<file path="config.mk">
export PLATFORM = sky130hd
export DESIGN_NAME = fuel_gauge_piecewise_linear
export DESIGN_NICKNAME = d
export VERILOG_FILES = /design/src/rtl/fgpl_pkg.sv /design/src/rtl/fgpl_div.sv /design/src/rtl/fuel_gauge_piecewise_linear.sv
export SDC_FILE = /design/constraint.sdc
export NUM_CORES = 1
export LEC_CHECK = 0
export BUFFER_PORTS_ARGS = -buffer_cell sky130_fd_sc_hd__buf_2
export CAP_MARGIN = 10
export CELL_PAD_IN_SITES_DETAIL_PLACEMENT = 0
export CELL_PAD_IN_SITES_GLOBAL_PLACEMENT = 1
export CORE_UTILIZATION = 45
export DETAILED_ROUTE_END_ITERATION = 7
export MAX_ROUTING_LAYER = met4
export PLACE_DENSITY_LB_ADDON = 0.1
export RECOVER_POWER = 100
export SETUP_SLACK_MARGIN = 0.5
export SLEW_MARGIN = 0
export SYNTH_ARGS = -nofsm -noshare
export SYNTH_HDL_FRONTEND = slang
export SYNTH_SLANG_ARGS = --single-unit
</file>
<file path="constraint.sdc">
create_clock -name clk -period 7.9 [get_ports clk]
set_clock_uncertainty 0.1 [all_clocks]
set_input_delay 0.79 -clock clk [delete_from_list [all_inputs] [get_ports clk]]
set_output_delay 0.79 -clock clk [all_outputs]
set_load 0.05 [all_outputs]
</file>
<file path="src/rtl/fgpl_pkg.sv">
`timescale 1ns / 1ps
// fgpl_pkg: shared types and constants for the fuel gauge block.
// No dependencies.

package fgpl_pkg;

  localparam int ADC_W  = 12;             // width of the sample field
  localparam int CODE_W = 12;             // breakpoint register width
  localparam int CAP_W  = 14;             // tank capacity register width
  localparam int BP_W   = CODE_W + 4;     // breakpoint in Q.4
  localparam int PCT_W  = 15;
  localparam int CL_W   = 17;
  localparam int RS_W   = 2;
  localparam int DVD_W  = 29;             // dividend / quotient width
  localparam int DVS_W  = 16;             // divisor width
  localparam int DCNT_W = $clog2(DVD_W);
  localparam int MUL_W  = 30;

  localparam logic [PCT_W-1:0] SEG_STEP = 15'd6400;
  localparam logic [PCT_W-1:0] PCT_FULL = 15'd25600;
  localparam logic [DVS_W-1:0] CL_DIV   = 16'd2560;
  localparam logic [CL_W-1:0]  CL_MAX   = 17'd131071;

  localparam logic [RS_W-1:0] RS_ON_CURVE    = 2'd0;
  localparam logic [RS_W-1:0] RS_ABOVE_EMPTY = 2'd1;
  localparam logic [RS_W-1:0] RS_BELOW_FULL  = 2'd2;

  localparam int CFG_IDX_W = 3;
  localparam int CFG_DAT_W = CAP_W;
  localparam logic [CFG_IDX_W-1:0] REG_EMPTY    = 3'd0;
  localparam logic [CFG_IDX_W-1:0] REG_QUARTER  = 3'd1;
  localparam logic [CFG_IDX_W-1:0] REG_HALF     = 3'd2;
  localparam logic [CFG_IDX_W-1:0] REG_THREE_Q  = 3'd3;
  localparam logic [CFG_IDX_W-1:0] REG_FULL     = 3'd4;
  localparam logic [CFG_IDX_W-1:0] REG_CAPACITY = 3'd5;

  typedef struct packed {
    logic busy;
    logic done;
  } fgpl_div_stat_t;

endpackage

</file>
<file path="src/rtl/fgpl_div.sv">
`timescale 1ns / 1ps
// fgpl_div: restoring divider, one quotient bit per cycle.
// Depends on fgpl_pkg.

module fgpl_div (
  input  logic                         clk,
  input  logic                         rst,
  input  logic                         start,
  input  logic [fgpl_pkg::DVD_W-1:0]   dividend,
  input  logic [fgpl_pkg::DVS_W-1:0]   divisor,
  output fgpl_pkg::fgpl_div_stat_t     stat,
  output logic [fgpl_pkg::DVD_W-1:0]   quotient
);
  import fgpl_pkg::*;

  logic [DVS_W-1:0]  rem;
  logic [DVS_W-1:0]  dvs;
  logic [DVD_W-1:0]  quo;
  logic [DCNT_W-1:0] cnt;
  logic              busy;
  logic              done;
  logic [DVS_W:0]    trial;

  assign trial = {rem, quo[DVD_W-1]} - {1'b0, dvs};

  always_ff @(posedge clk) begin
    if (rst) begin
      busy <= 1'b0;
      done <= 1'b0;
      cnt  <= '0;
    end else begin
      done <= 1'b0;
      if (start) begin
        busy <= 1'b1;
        cnt  <= '0;
      end else if (busy) begin
        cnt <= cnt + 1'b1;
        if (cnt == DCNT_W'(DVD_W - 1)) begin
          busy <= 1'b0;
          done <= 1'b1;
        end
      end
    end
  end

  always_ff @(posedge clk) begin
    if (start) begin
      quo <= dividend;
      dvs <= divisor;
      rem <= '0;
    end else if (busy) begin
      if (!trial[DVS_W]) begin
        rem <= trial[DVS_W-1:0];
      end else begin
        rem <= {rem[DVS_W-2:0], quo[DVD_W-1]};
      end
      quo <= {quo[DVD_W-2:0], ~trial[DVS_W]};
    end
  end

  assign stat.busy = busy;
  assign stat.done = done;
  assign quotient  = quo;

endmodule

</file>
<file path="src/rtl/fuel_gauge_piecewise_linear.sv">
`timescale 1ns / 1ps
// fuel_gauge_piecewise_linear: averages SAMPLES_PER_READING sender samples and maps
// the average onto a five-point curve, giving percent (Q8) and fuel volume.
// A sample that does not close a reading is added to the sum and s_tready stays high.
// A closing sample inside a segment reaches the output register after three passes
// through one shared restoring divider (average, interpolation, volume), one to four
// segment compares and two shared multiplies. Off the curve or on a zero-width
// segment the interpolation pass is skipped. s_tready stays low until then, and
// also while a finished result waits for the previous one to be taken.
// Synchronous reset clears sum, count, sequencer and output valid; registers reload.
// Depends on fgpl_pkg and fgpl_div.

module fuel_gauge_piecewise_linear #(
  parameter int SAMPLES_PER_READING = 5,
  parameter int ADC_BITS            = 12
) (
  input  logic                              clk,
  input  logic                              rst,
  // config write channel
  input  logic                              cfg_valid,
  output logic                              cfg_ready,
  input  logic [fgpl_pkg::CFG_IDX_W-1:0]    cfg_index,
  input  logic [fgpl_pkg::CFG_DAT_W-1:0]    cfg_data,
  // sample requests
  input  logic                              s_tvalid,
  output logic                              s_tready,
  input  logic [15:0]                       s_tdata,  // [11:0] adc_sample
  // result requests
  output logic                              m_tvalid,
  input  logic                              m_tready,
  output logic [39:0]                       m_tdata   // [14:0] fuel_percent_q8,
                                                      // [31:15] fuel_centiliters,
                                                      // [33:32] range_status
);
  import fgpl_pkg::*;

  localparam int SUM_W = ADC_W + $clog2(SAMPLES_PER_READING);
  localparam int CNT_W = (SAMPLES_PER_READING > 1) ? $clog2(SAMPLES_PER_READING) : 1;
  localparam int SMP_W = (ADC_BITS < ADC_W) ? ADC_BITS : ADC_W;

  typedef enum logic [5:0] {
    ST_IDLE   = 6'b000001,
    ST_AVG    = 6'b000010,
    ST_SEARCH = 6'b000100,
    ST_MUL    = 6'b001000,
    ST_DIV    = 6'b010000,
    ST_DONE   = 6'b100000
  } state_t;

  state_t state;

  logic [CODE_W-1:0] empty_code, quarter_code, half_code, three_quarter_code, full_code;
  logic [CAP_W-1:0]  capacity;

  logic [SUM_W-1:0]  sum;
  logic [CNT_W-1:0]  count;
  logic [BP_W-1:0]   avg;
  logic [1:0]        seg;
  logic              vol;
  logic [DVD_W-1:0]  prod;
  logic [PCT_W-1:0]  pct;
  logic [RS_W-1:0]   status;
  logic [CL_W-1:0]   cl;
  logic              div_start;

  logic [SUM_W-1:0]  sample_ext;
  logic [SUM_W-1:0]  sum_next;
  logic [BP_W-1:0]   bp_hi, bp_lo, bp_empty;
  logic [PCT_W-1:0]  base;
  logic              hit;
  logic [BP_W-1:0]   mul_a;
  logic [CAP_W-1:0]  mul_b;
  logic [MUL_W-1:0]  mul_p;
  logic [DVS_W-1:0]  div_divisor;
  fgpl_div_stat_t    div_stat;
  logic [DVD_W-1:0]  quotient;
  logic              accept;
  logic              out_free;

  assign cfg_ready  = 1'b1;
  assign s_tready   = (state == ST_IDLE);
  assign accept     = s_tvalid && s_tready;
  assign out_free   = !m_tvalid || m_tready;
  assign sample_ext = SUM_W'(s_tdata[SMP_W-1:0]);
  assign sum_next   = sum + sample_ext;
  assign bp_empty   = {empty_code, 4'b0000};

  always_comb begin
    case (seg)
      2'd0: begin
        bp_hi = {empty_code, 4'b0000};
        bp_lo = {quarter_code, 4'b0000};
      end
      2'd1: begin
        bp_hi = {quarter_code, 4'b0000};
        bp_lo = {half_code, 4'b0000};
      end
      2'd2: begin
        bp_hi = {half_code, 4'b0000};
        bp_lo = {three_quarter_code, 4'b0000};
      end
      default: begin
        bp_hi = {three_quarter_code, 4'b0000};
        bp_lo = {full_code, 4'b0000};
      end
    endcase
  end

  assign base  = SEG_STEP * PCT_W'(seg);
  assign hit   = (avg <= bp_hi) && (avg >= bp_lo);
  assign mul_a = vol ? BP_W'(pct) : (bp_hi - avg);
  assign mul_b = vol ? capacity : CAP_W'(SEG_STEP);
  assign mul_p = MUL_W'(mul_a) * MUL_W'(mul_b);

  always_comb begin
    if (state == ST_AVG) begin
      div_divisor = DVS_W'(SAMPLES_PER_READING);
    end else if (vol) begin
      div_divisor = CL_DIV;
    end else begin
      div_divisor = bp_hi - bp_lo;
    end
  end

  fgpl_div u_div (
    .clk      (clk),
    .rst      (rst),
    .start    (div_start),
    .dividend (prod),
    .divisor  (div_divisor),
    .stat     (div_stat),
    .quotient (quotient)
  );

  always_ff @(posedge clk) begin
    if (rst) begin
      empty_code         <= 12'd1415;
      quarter_code       <= 12'd1241;
      half_code          <= 12'd1055;
      three_quarter_code <= 12'd521;
      full_code          <= 12'd149;
      capacity           <= 14'd350;
    end else if (cfg_valid && cfg_ready) begin
      case (cfg_index)
        REG_EMPTY:    empty_code         <= cfg_data[CODE_W-1:0];
        REG_QUARTER:  quarter_code       <= cfg_data[CODE_W-1:0];
        REG_HALF:     half_code          <= cfg_data[CODE_W-1:0];
        REG_THREE_Q:  three_quarter_code <= cfg_data[CODE_W-1:0];
        REG_FULL:     full_code          <= cfg_data[CODE_W-1:0];
        REG_CAPACITY: capacity           <= cfg_data[CAP_W-1:0];
        default: ;
      endcase
    end
  end

  always_ff @(posedge clk) begin
    if (rst) begin
      state     <= ST_IDLE;
      sum       <= '0;
      count     <= '0;
      div_start <= 1'b0;
      m_tvalid  <= 1'b0;
    end else begin
      div_start <= 1'b0;
      if (state == ST_DONE && out_free) begin
        m_tvalid <= 1'b1;
      end else if (m_tvalid && m_tready) begin
        m_tvalid <= 1'b0;
      end
      case (state)
        ST_IDLE: begin
          if (accept) begin
            if (count == CNT_W'(SAMPLES_PER_READING - 1)) begin
              sum       <= '0;
              count     <= '0;
              prod      <= DVD_W'({sum_next, 4'b0000});
              div_start <= 1'b1;
              state     <= ST_AVG;
            end else begin
              sum   <= sum_next;
              count <= count + 1'b1;
            end
          end
        end
        ST_AVG: begin
          if (div_stat.done) begin
            avg   <= quotient[BP_W-1:0];
            seg   <= 2'd0;
            state <= ST_SEARCH;
          end
        end
        ST_SEARCH: begin
          if (hit) begin
            status <= RS_ON_CURVE;
            if (bp_hi == bp_lo) begin
              pct <= base;
              vol <= 1'b1;
            end else begin
              vol <= 1'b0;
            end
            state <= ST_MUL;
          end else if (seg == 2'd3) begin
            if (avg > bp_empty) begin
              pct    <= '0;
              status <= RS_ABOVE_EMPTY;
            end else begin
              pct    <= PCT_FULL;
              status <= RS_BELOW_FULL;
            end
            vol   <= 1'b1;
            state <= ST_MUL;
          end else begin
            seg <= seg + 1'b1;
          end
        end
        ST_MUL: begin
          prod      <= mul_p[DVD_W-1:0];
          div_start <= 1'b1;
          state     <= ST_DIV;
        end
        ST_DIV: begin
          if (div_stat.done) begin
            if (!vol) begin
              pct   <= base + quotient[PCT_W-1:0];
              vol   <= 1'b1;
              state <= ST_MUL;
            end else begin
              cl    <= (quotient > DVD_W'(CL_MAX)) ? CL_MAX : quotient[CL_W-1:0];
              state <= ST_DONE;
            end
          end
        end
        ST_DONE: begin
          if (out_free) begin
            m_tdata  <= {6'b0, status, cl, pct};
            state    <= ST_IDLE;
          end
        end
        default: state <= ST_IDLE;
      endcase
    end
  end

  a_pct_range: assert property (@(posedge clk) disable iff (rst)
    m_tvalid |-> (m_tdata[14:0] <= PCT_FULL))
    else $error("percent out of range");

  a_status_code: assert property (@(posedge clk) disable iff (rst)
    m_tvalid |-> (m_tdata[33:32] != 2'd3))
    else $error("bad range status");

  a_above_zero: assert property (@(posedge clk) disable iff (rst)
    (m_tvalid && m_tdata[33:32] == RS_ABOVE_EMPTY) |-> (m_tdata[14:0] == '0))
    else $error("above-empty result not zero");

  a_div_idle_start: assert property (@(posedge clk) disable iff (rst)
    div_start |-> !div_stat.busy)
    else $error("divider restarted while busy");

  a_count_bound: assert property (@(posedge clk) disable iff (rst)
    count <= CNT_W'(SAMPLES_PER_READING - 1))
    else $error("sample count overran");

endmodule

</file>
==> metrics.md <==
| Metric | Value |
|---|---|
| Die Area | 0.0496 sq mm |
| CP Capture Point | prod[26] |
| Post-Route WL | 64.6 mm |
| Leakage | 11.3 nW |
| Die Height | 223 microns |
| Chip Width | 223 microns |
| Arrival @ worst endpoint | 8.01 ns |
| H-tree depth | 2 |
| CP Launch Type | flop |
| Reg2Reg Depth | 30 |
| Post-DRT Antenna Nets | 0 |
| Final HPWL DP | 49.8 mm |
| Clk_lat worst skew | 0.55 ns |
| Post-synth cell types | 89 |
| Vias in the first global route | 17,500 |
| Crit-path max cell delay | 0.55 ns |
| Max-capacitance violation count | 5 |
| Tcrit/Tclk final | 98.9% |
| Worst path required time | 8.10 ns |
| WL/cell | 20.8 microns |
| PortBufs | 69 |
| Sw Share | 32.4% |
| Core ar. | 0.0478 sq mm |
| Synthesized cell area | 0.0219 sq mm |
| Combinational share of power | 31.8% |
| Pint | 3.35 mW |
| Worst R2R End | prod[26] |
| Tmin final | 7.82 ns |
| Largest net degree at the start of global routing | 73 |
| Worst-path fanout max | 7 |
| Sequential cell area fraction in the yosys report | 32.9% |
| Status | finished with violations |
| First-pass GRT wire length | 101 mm |
| CTS Buffer Depth | 3 |
| Fin nets | 2,850 |
| Maximum vdd drop | 0.188 mV |
| CTS tree | built |
| Number of vias in the routed layout | 17,300 |
| Final instance count without filler cells | 3,107 |
| Crit path launch | seg[1] |
| Peak Freq | 128 MHz |
| Most frequent cells in the layout | 289 x nand2_1, 249 x inv_1, 162 x fa_1, 158 x edfxtp_1, 150 x ha_1 |
| Starting density of the core | 45.8% |
| DRT Pass-1 Iters | 8 |
| EDFF count, synth | 158 |
| Reg2reg start | seg[1] |
| CP max-delay cell | fa_1 |
| Clock transition at the registers of the reported paths | 0.06 ns |
| Clock power share | 33.6% |
| Drt first-iter violations | 1,212 |
| Slew margin rel. | -147% |
| Fraction of layout cells with a size suffix above 1 | 17.2% |
| Synth Warn # | 0 |
| DR DRC count | 1 |
| Crit-path most repeated cell | fa_1 |
| Root Buffer | clkbuf_16 |
| Failing checks | design-rule violations, max-capacitance violations, max-slew violations |
| Final hold vios | 0 |
| Total track usage | 27.3% |
| Setup Viol. Count Final | 0 |
| Num rows | 80 |
| Main synth FF type | edfxtp_1 |
| Reg power frac | 34.6% |
| Final instance area | 0.0258 sq mm |
| Avg Synthesized Cell Area | 9.55 sq um |
| RSZ-0062 raised after global routing | true |
| DR vias/cell | 5.57 |
| FF-to-FF setup slack | 0.08 ns |
| Crit Path Class | reg -> reg |
| Worst setup EP type | flop |
| Synthesis-stage register bit count | 281 |
| Psw | 1.61 mW |
| Initial antenna violation count | 2 |
| Hold slack final | 0.316 ns |
| Congestion Overflow GR | 0 |
| Commonest non-fill, non-tap cell in the layout | nand2_1 |
| Final Max Slew Viols | 243 |
| CTS Hold Bufs | 0 |
| Async SR Flop Fraction | 0% |
| Area Growth Syn to Fin | 17.9% |
| TritonCTS Sinks | 281 |
| Num CTS Buffers | 35 |
| Worst-margin pin slew | 3.71 ns |
| Io pins | 81 |
| Placed cells | 3,023 |
| Placer Congestion | 0.950 |
| Mapped Cells | 2,296 |
| Pwr dens | 192 mW/mm^2 |
| Worst Hold Class | reg -> reg |
| Placed Area | 0.0240 sq mm |
==> cells in the mapped netlist (all sizes together), types with 24 or more instances <==
cell type	count	area share (%)
xor2	34	1.4
nand3	33	0.75
a21oi	121	2.8
and2	37	1.1
inv	260	4.5
nor3	24	0.55
mux2	32	1.6
ha	178	10
and3	80	2.3
edfxtp	158	22
a21o	39	1.3
nor2	134	2.3
clkbuf	104	1.8
o21ai	71	1.6
dfxtp	123	11
nand3b	30	1.0
or2	27	0.77
fa	167	15
xnor2	43	1.7
nand2	292	5.0
==> cell type report <==
cell class                      count  area (sq um)
Sequential cell                   281          7210
Multi-Input combinational cell   1653         14100
Clock buffer                       44          1000
Clock inverter                     17           186
Fill cell                        4467         22000
Antenna cell                        1          2.50
Tap cell                          615           769
Timing Repair Buffer              236          1570
Inverter                          260           978
==> critical path, delay by kind of cell, from the launching register on <==
| kind | cells | cell delay, ns |
|---|---|---|
| fa+ha+maj | 9 | 3.48 |
| simple gates | 5 | 0.44 |
| compound gates | 10 | 2.32 |
| xor+xnor | 2 | 0.36 |
| buf+inv | 4 | 0.38 |
| flops | 1 | 0.46 |
==> kinds of logic (layout without fill, tap and decap cells) <==
group / count (synthesis) / count (layout) / share of synthesized area [%]
and+or+nand+nor: 762 / 762 / 17.1
DFF: 281 / 281 / 32.9
AOI/OAI and AO/OA: 401 / 401 / 12.4
muxes: 51 / 51 / 2.51
other: 2 / 18 / 0.0343
buffers and inverters: 377 / 557 / 6.61
adders and majority gates: 345 / 345 / 25.4
xor gates and xnor gates: 77 / 77 / 3.08
==> power groups by stage <==
stage | sequential (mW) | clock, mW | combinational (mW)
CTS | 1.71 | 1.70 | 1.50
detailed placement | 1.74 | 0 | 1.42
global route | 1.73 | 1.75 | 1.76
global placement | 1.74 | 0 | 1.41
floorplan | 1.71 | 0 | 1.02
finish | 1.72 | 1.66 | 1.58
==> stage by stage <==
stage | power [mW] | setup TNS [ns] | utilization, % | worst slack (ns)
after global routing | 5.23 | -0.676 | 54.0 | -0.169
after floorplan | 2.74 | 0 | - | 0.466
final | 4.96 | 0 | 54.0 | 0.0845
after detailed placement | 3.16 | -0.104 | 50.2 | -0.0498
after global placement | 3.15 | -0.0759 | 50.2 | -0.0405
after CTS | 4.91 | 0 | 53.6 | 0.134
==> layer usage <==
metal / part of all wire (%) / wire (microns) / track usage, %
met1: 46 / 29600 / 37.8
met3: 6.2 / 4010 / 3.31
met2: 46 / 29900 / 42.9
met4: 1.8 / 1180 / 6.05
met5: 0 / 0 / -
==> repair_timing <==
item | in CTS | in global routing
resized for setup | 61 | 50
buffers inserted | 14 | 8
endpoints found under the setup margin | 12 | 15
pin swaps | 59 | 56
==> flip-flops by register name, summed over array words and instances, names as in the netlist, 2 cells and up <==
| name | flops |
|---|---|
| u_div.rem | 16 |
| avg | 16 |
| quarter_code | 12 |
| u_div.cnt | 5 |
| half_code | 12 |
| pct | 15 |
| three_quarter_code | 12 |
| count | 3 |
| capacity | 14 |
| m_tdata | 34 |
| sum | 15 |
| state | 6 |
| cl | 17 |
| full_code | 12 |
| empty_code | 12 |
| status | 2 |
| u_div.dvs | 13 |
| u_div.quotient | 29 |
| prod | 29 |
| seg | 2 |
==> worst min-delay path by stage <==
stage	from	end	depth (start not counted)
after floorplan	cl[0]	m_tdata[15]	0
after global placement	cl[0]	m_tdata[15]	0
after detailed placement	cl[4]	m_tdata[19]	0
after CTS	status[1]	m_tdata[33]	0
after global routing	cl[2]	m_tdata[17]	0
final	cl[4]	m_tdata[19]	0
Note: power is estimated with default switching activity, not from simulation.
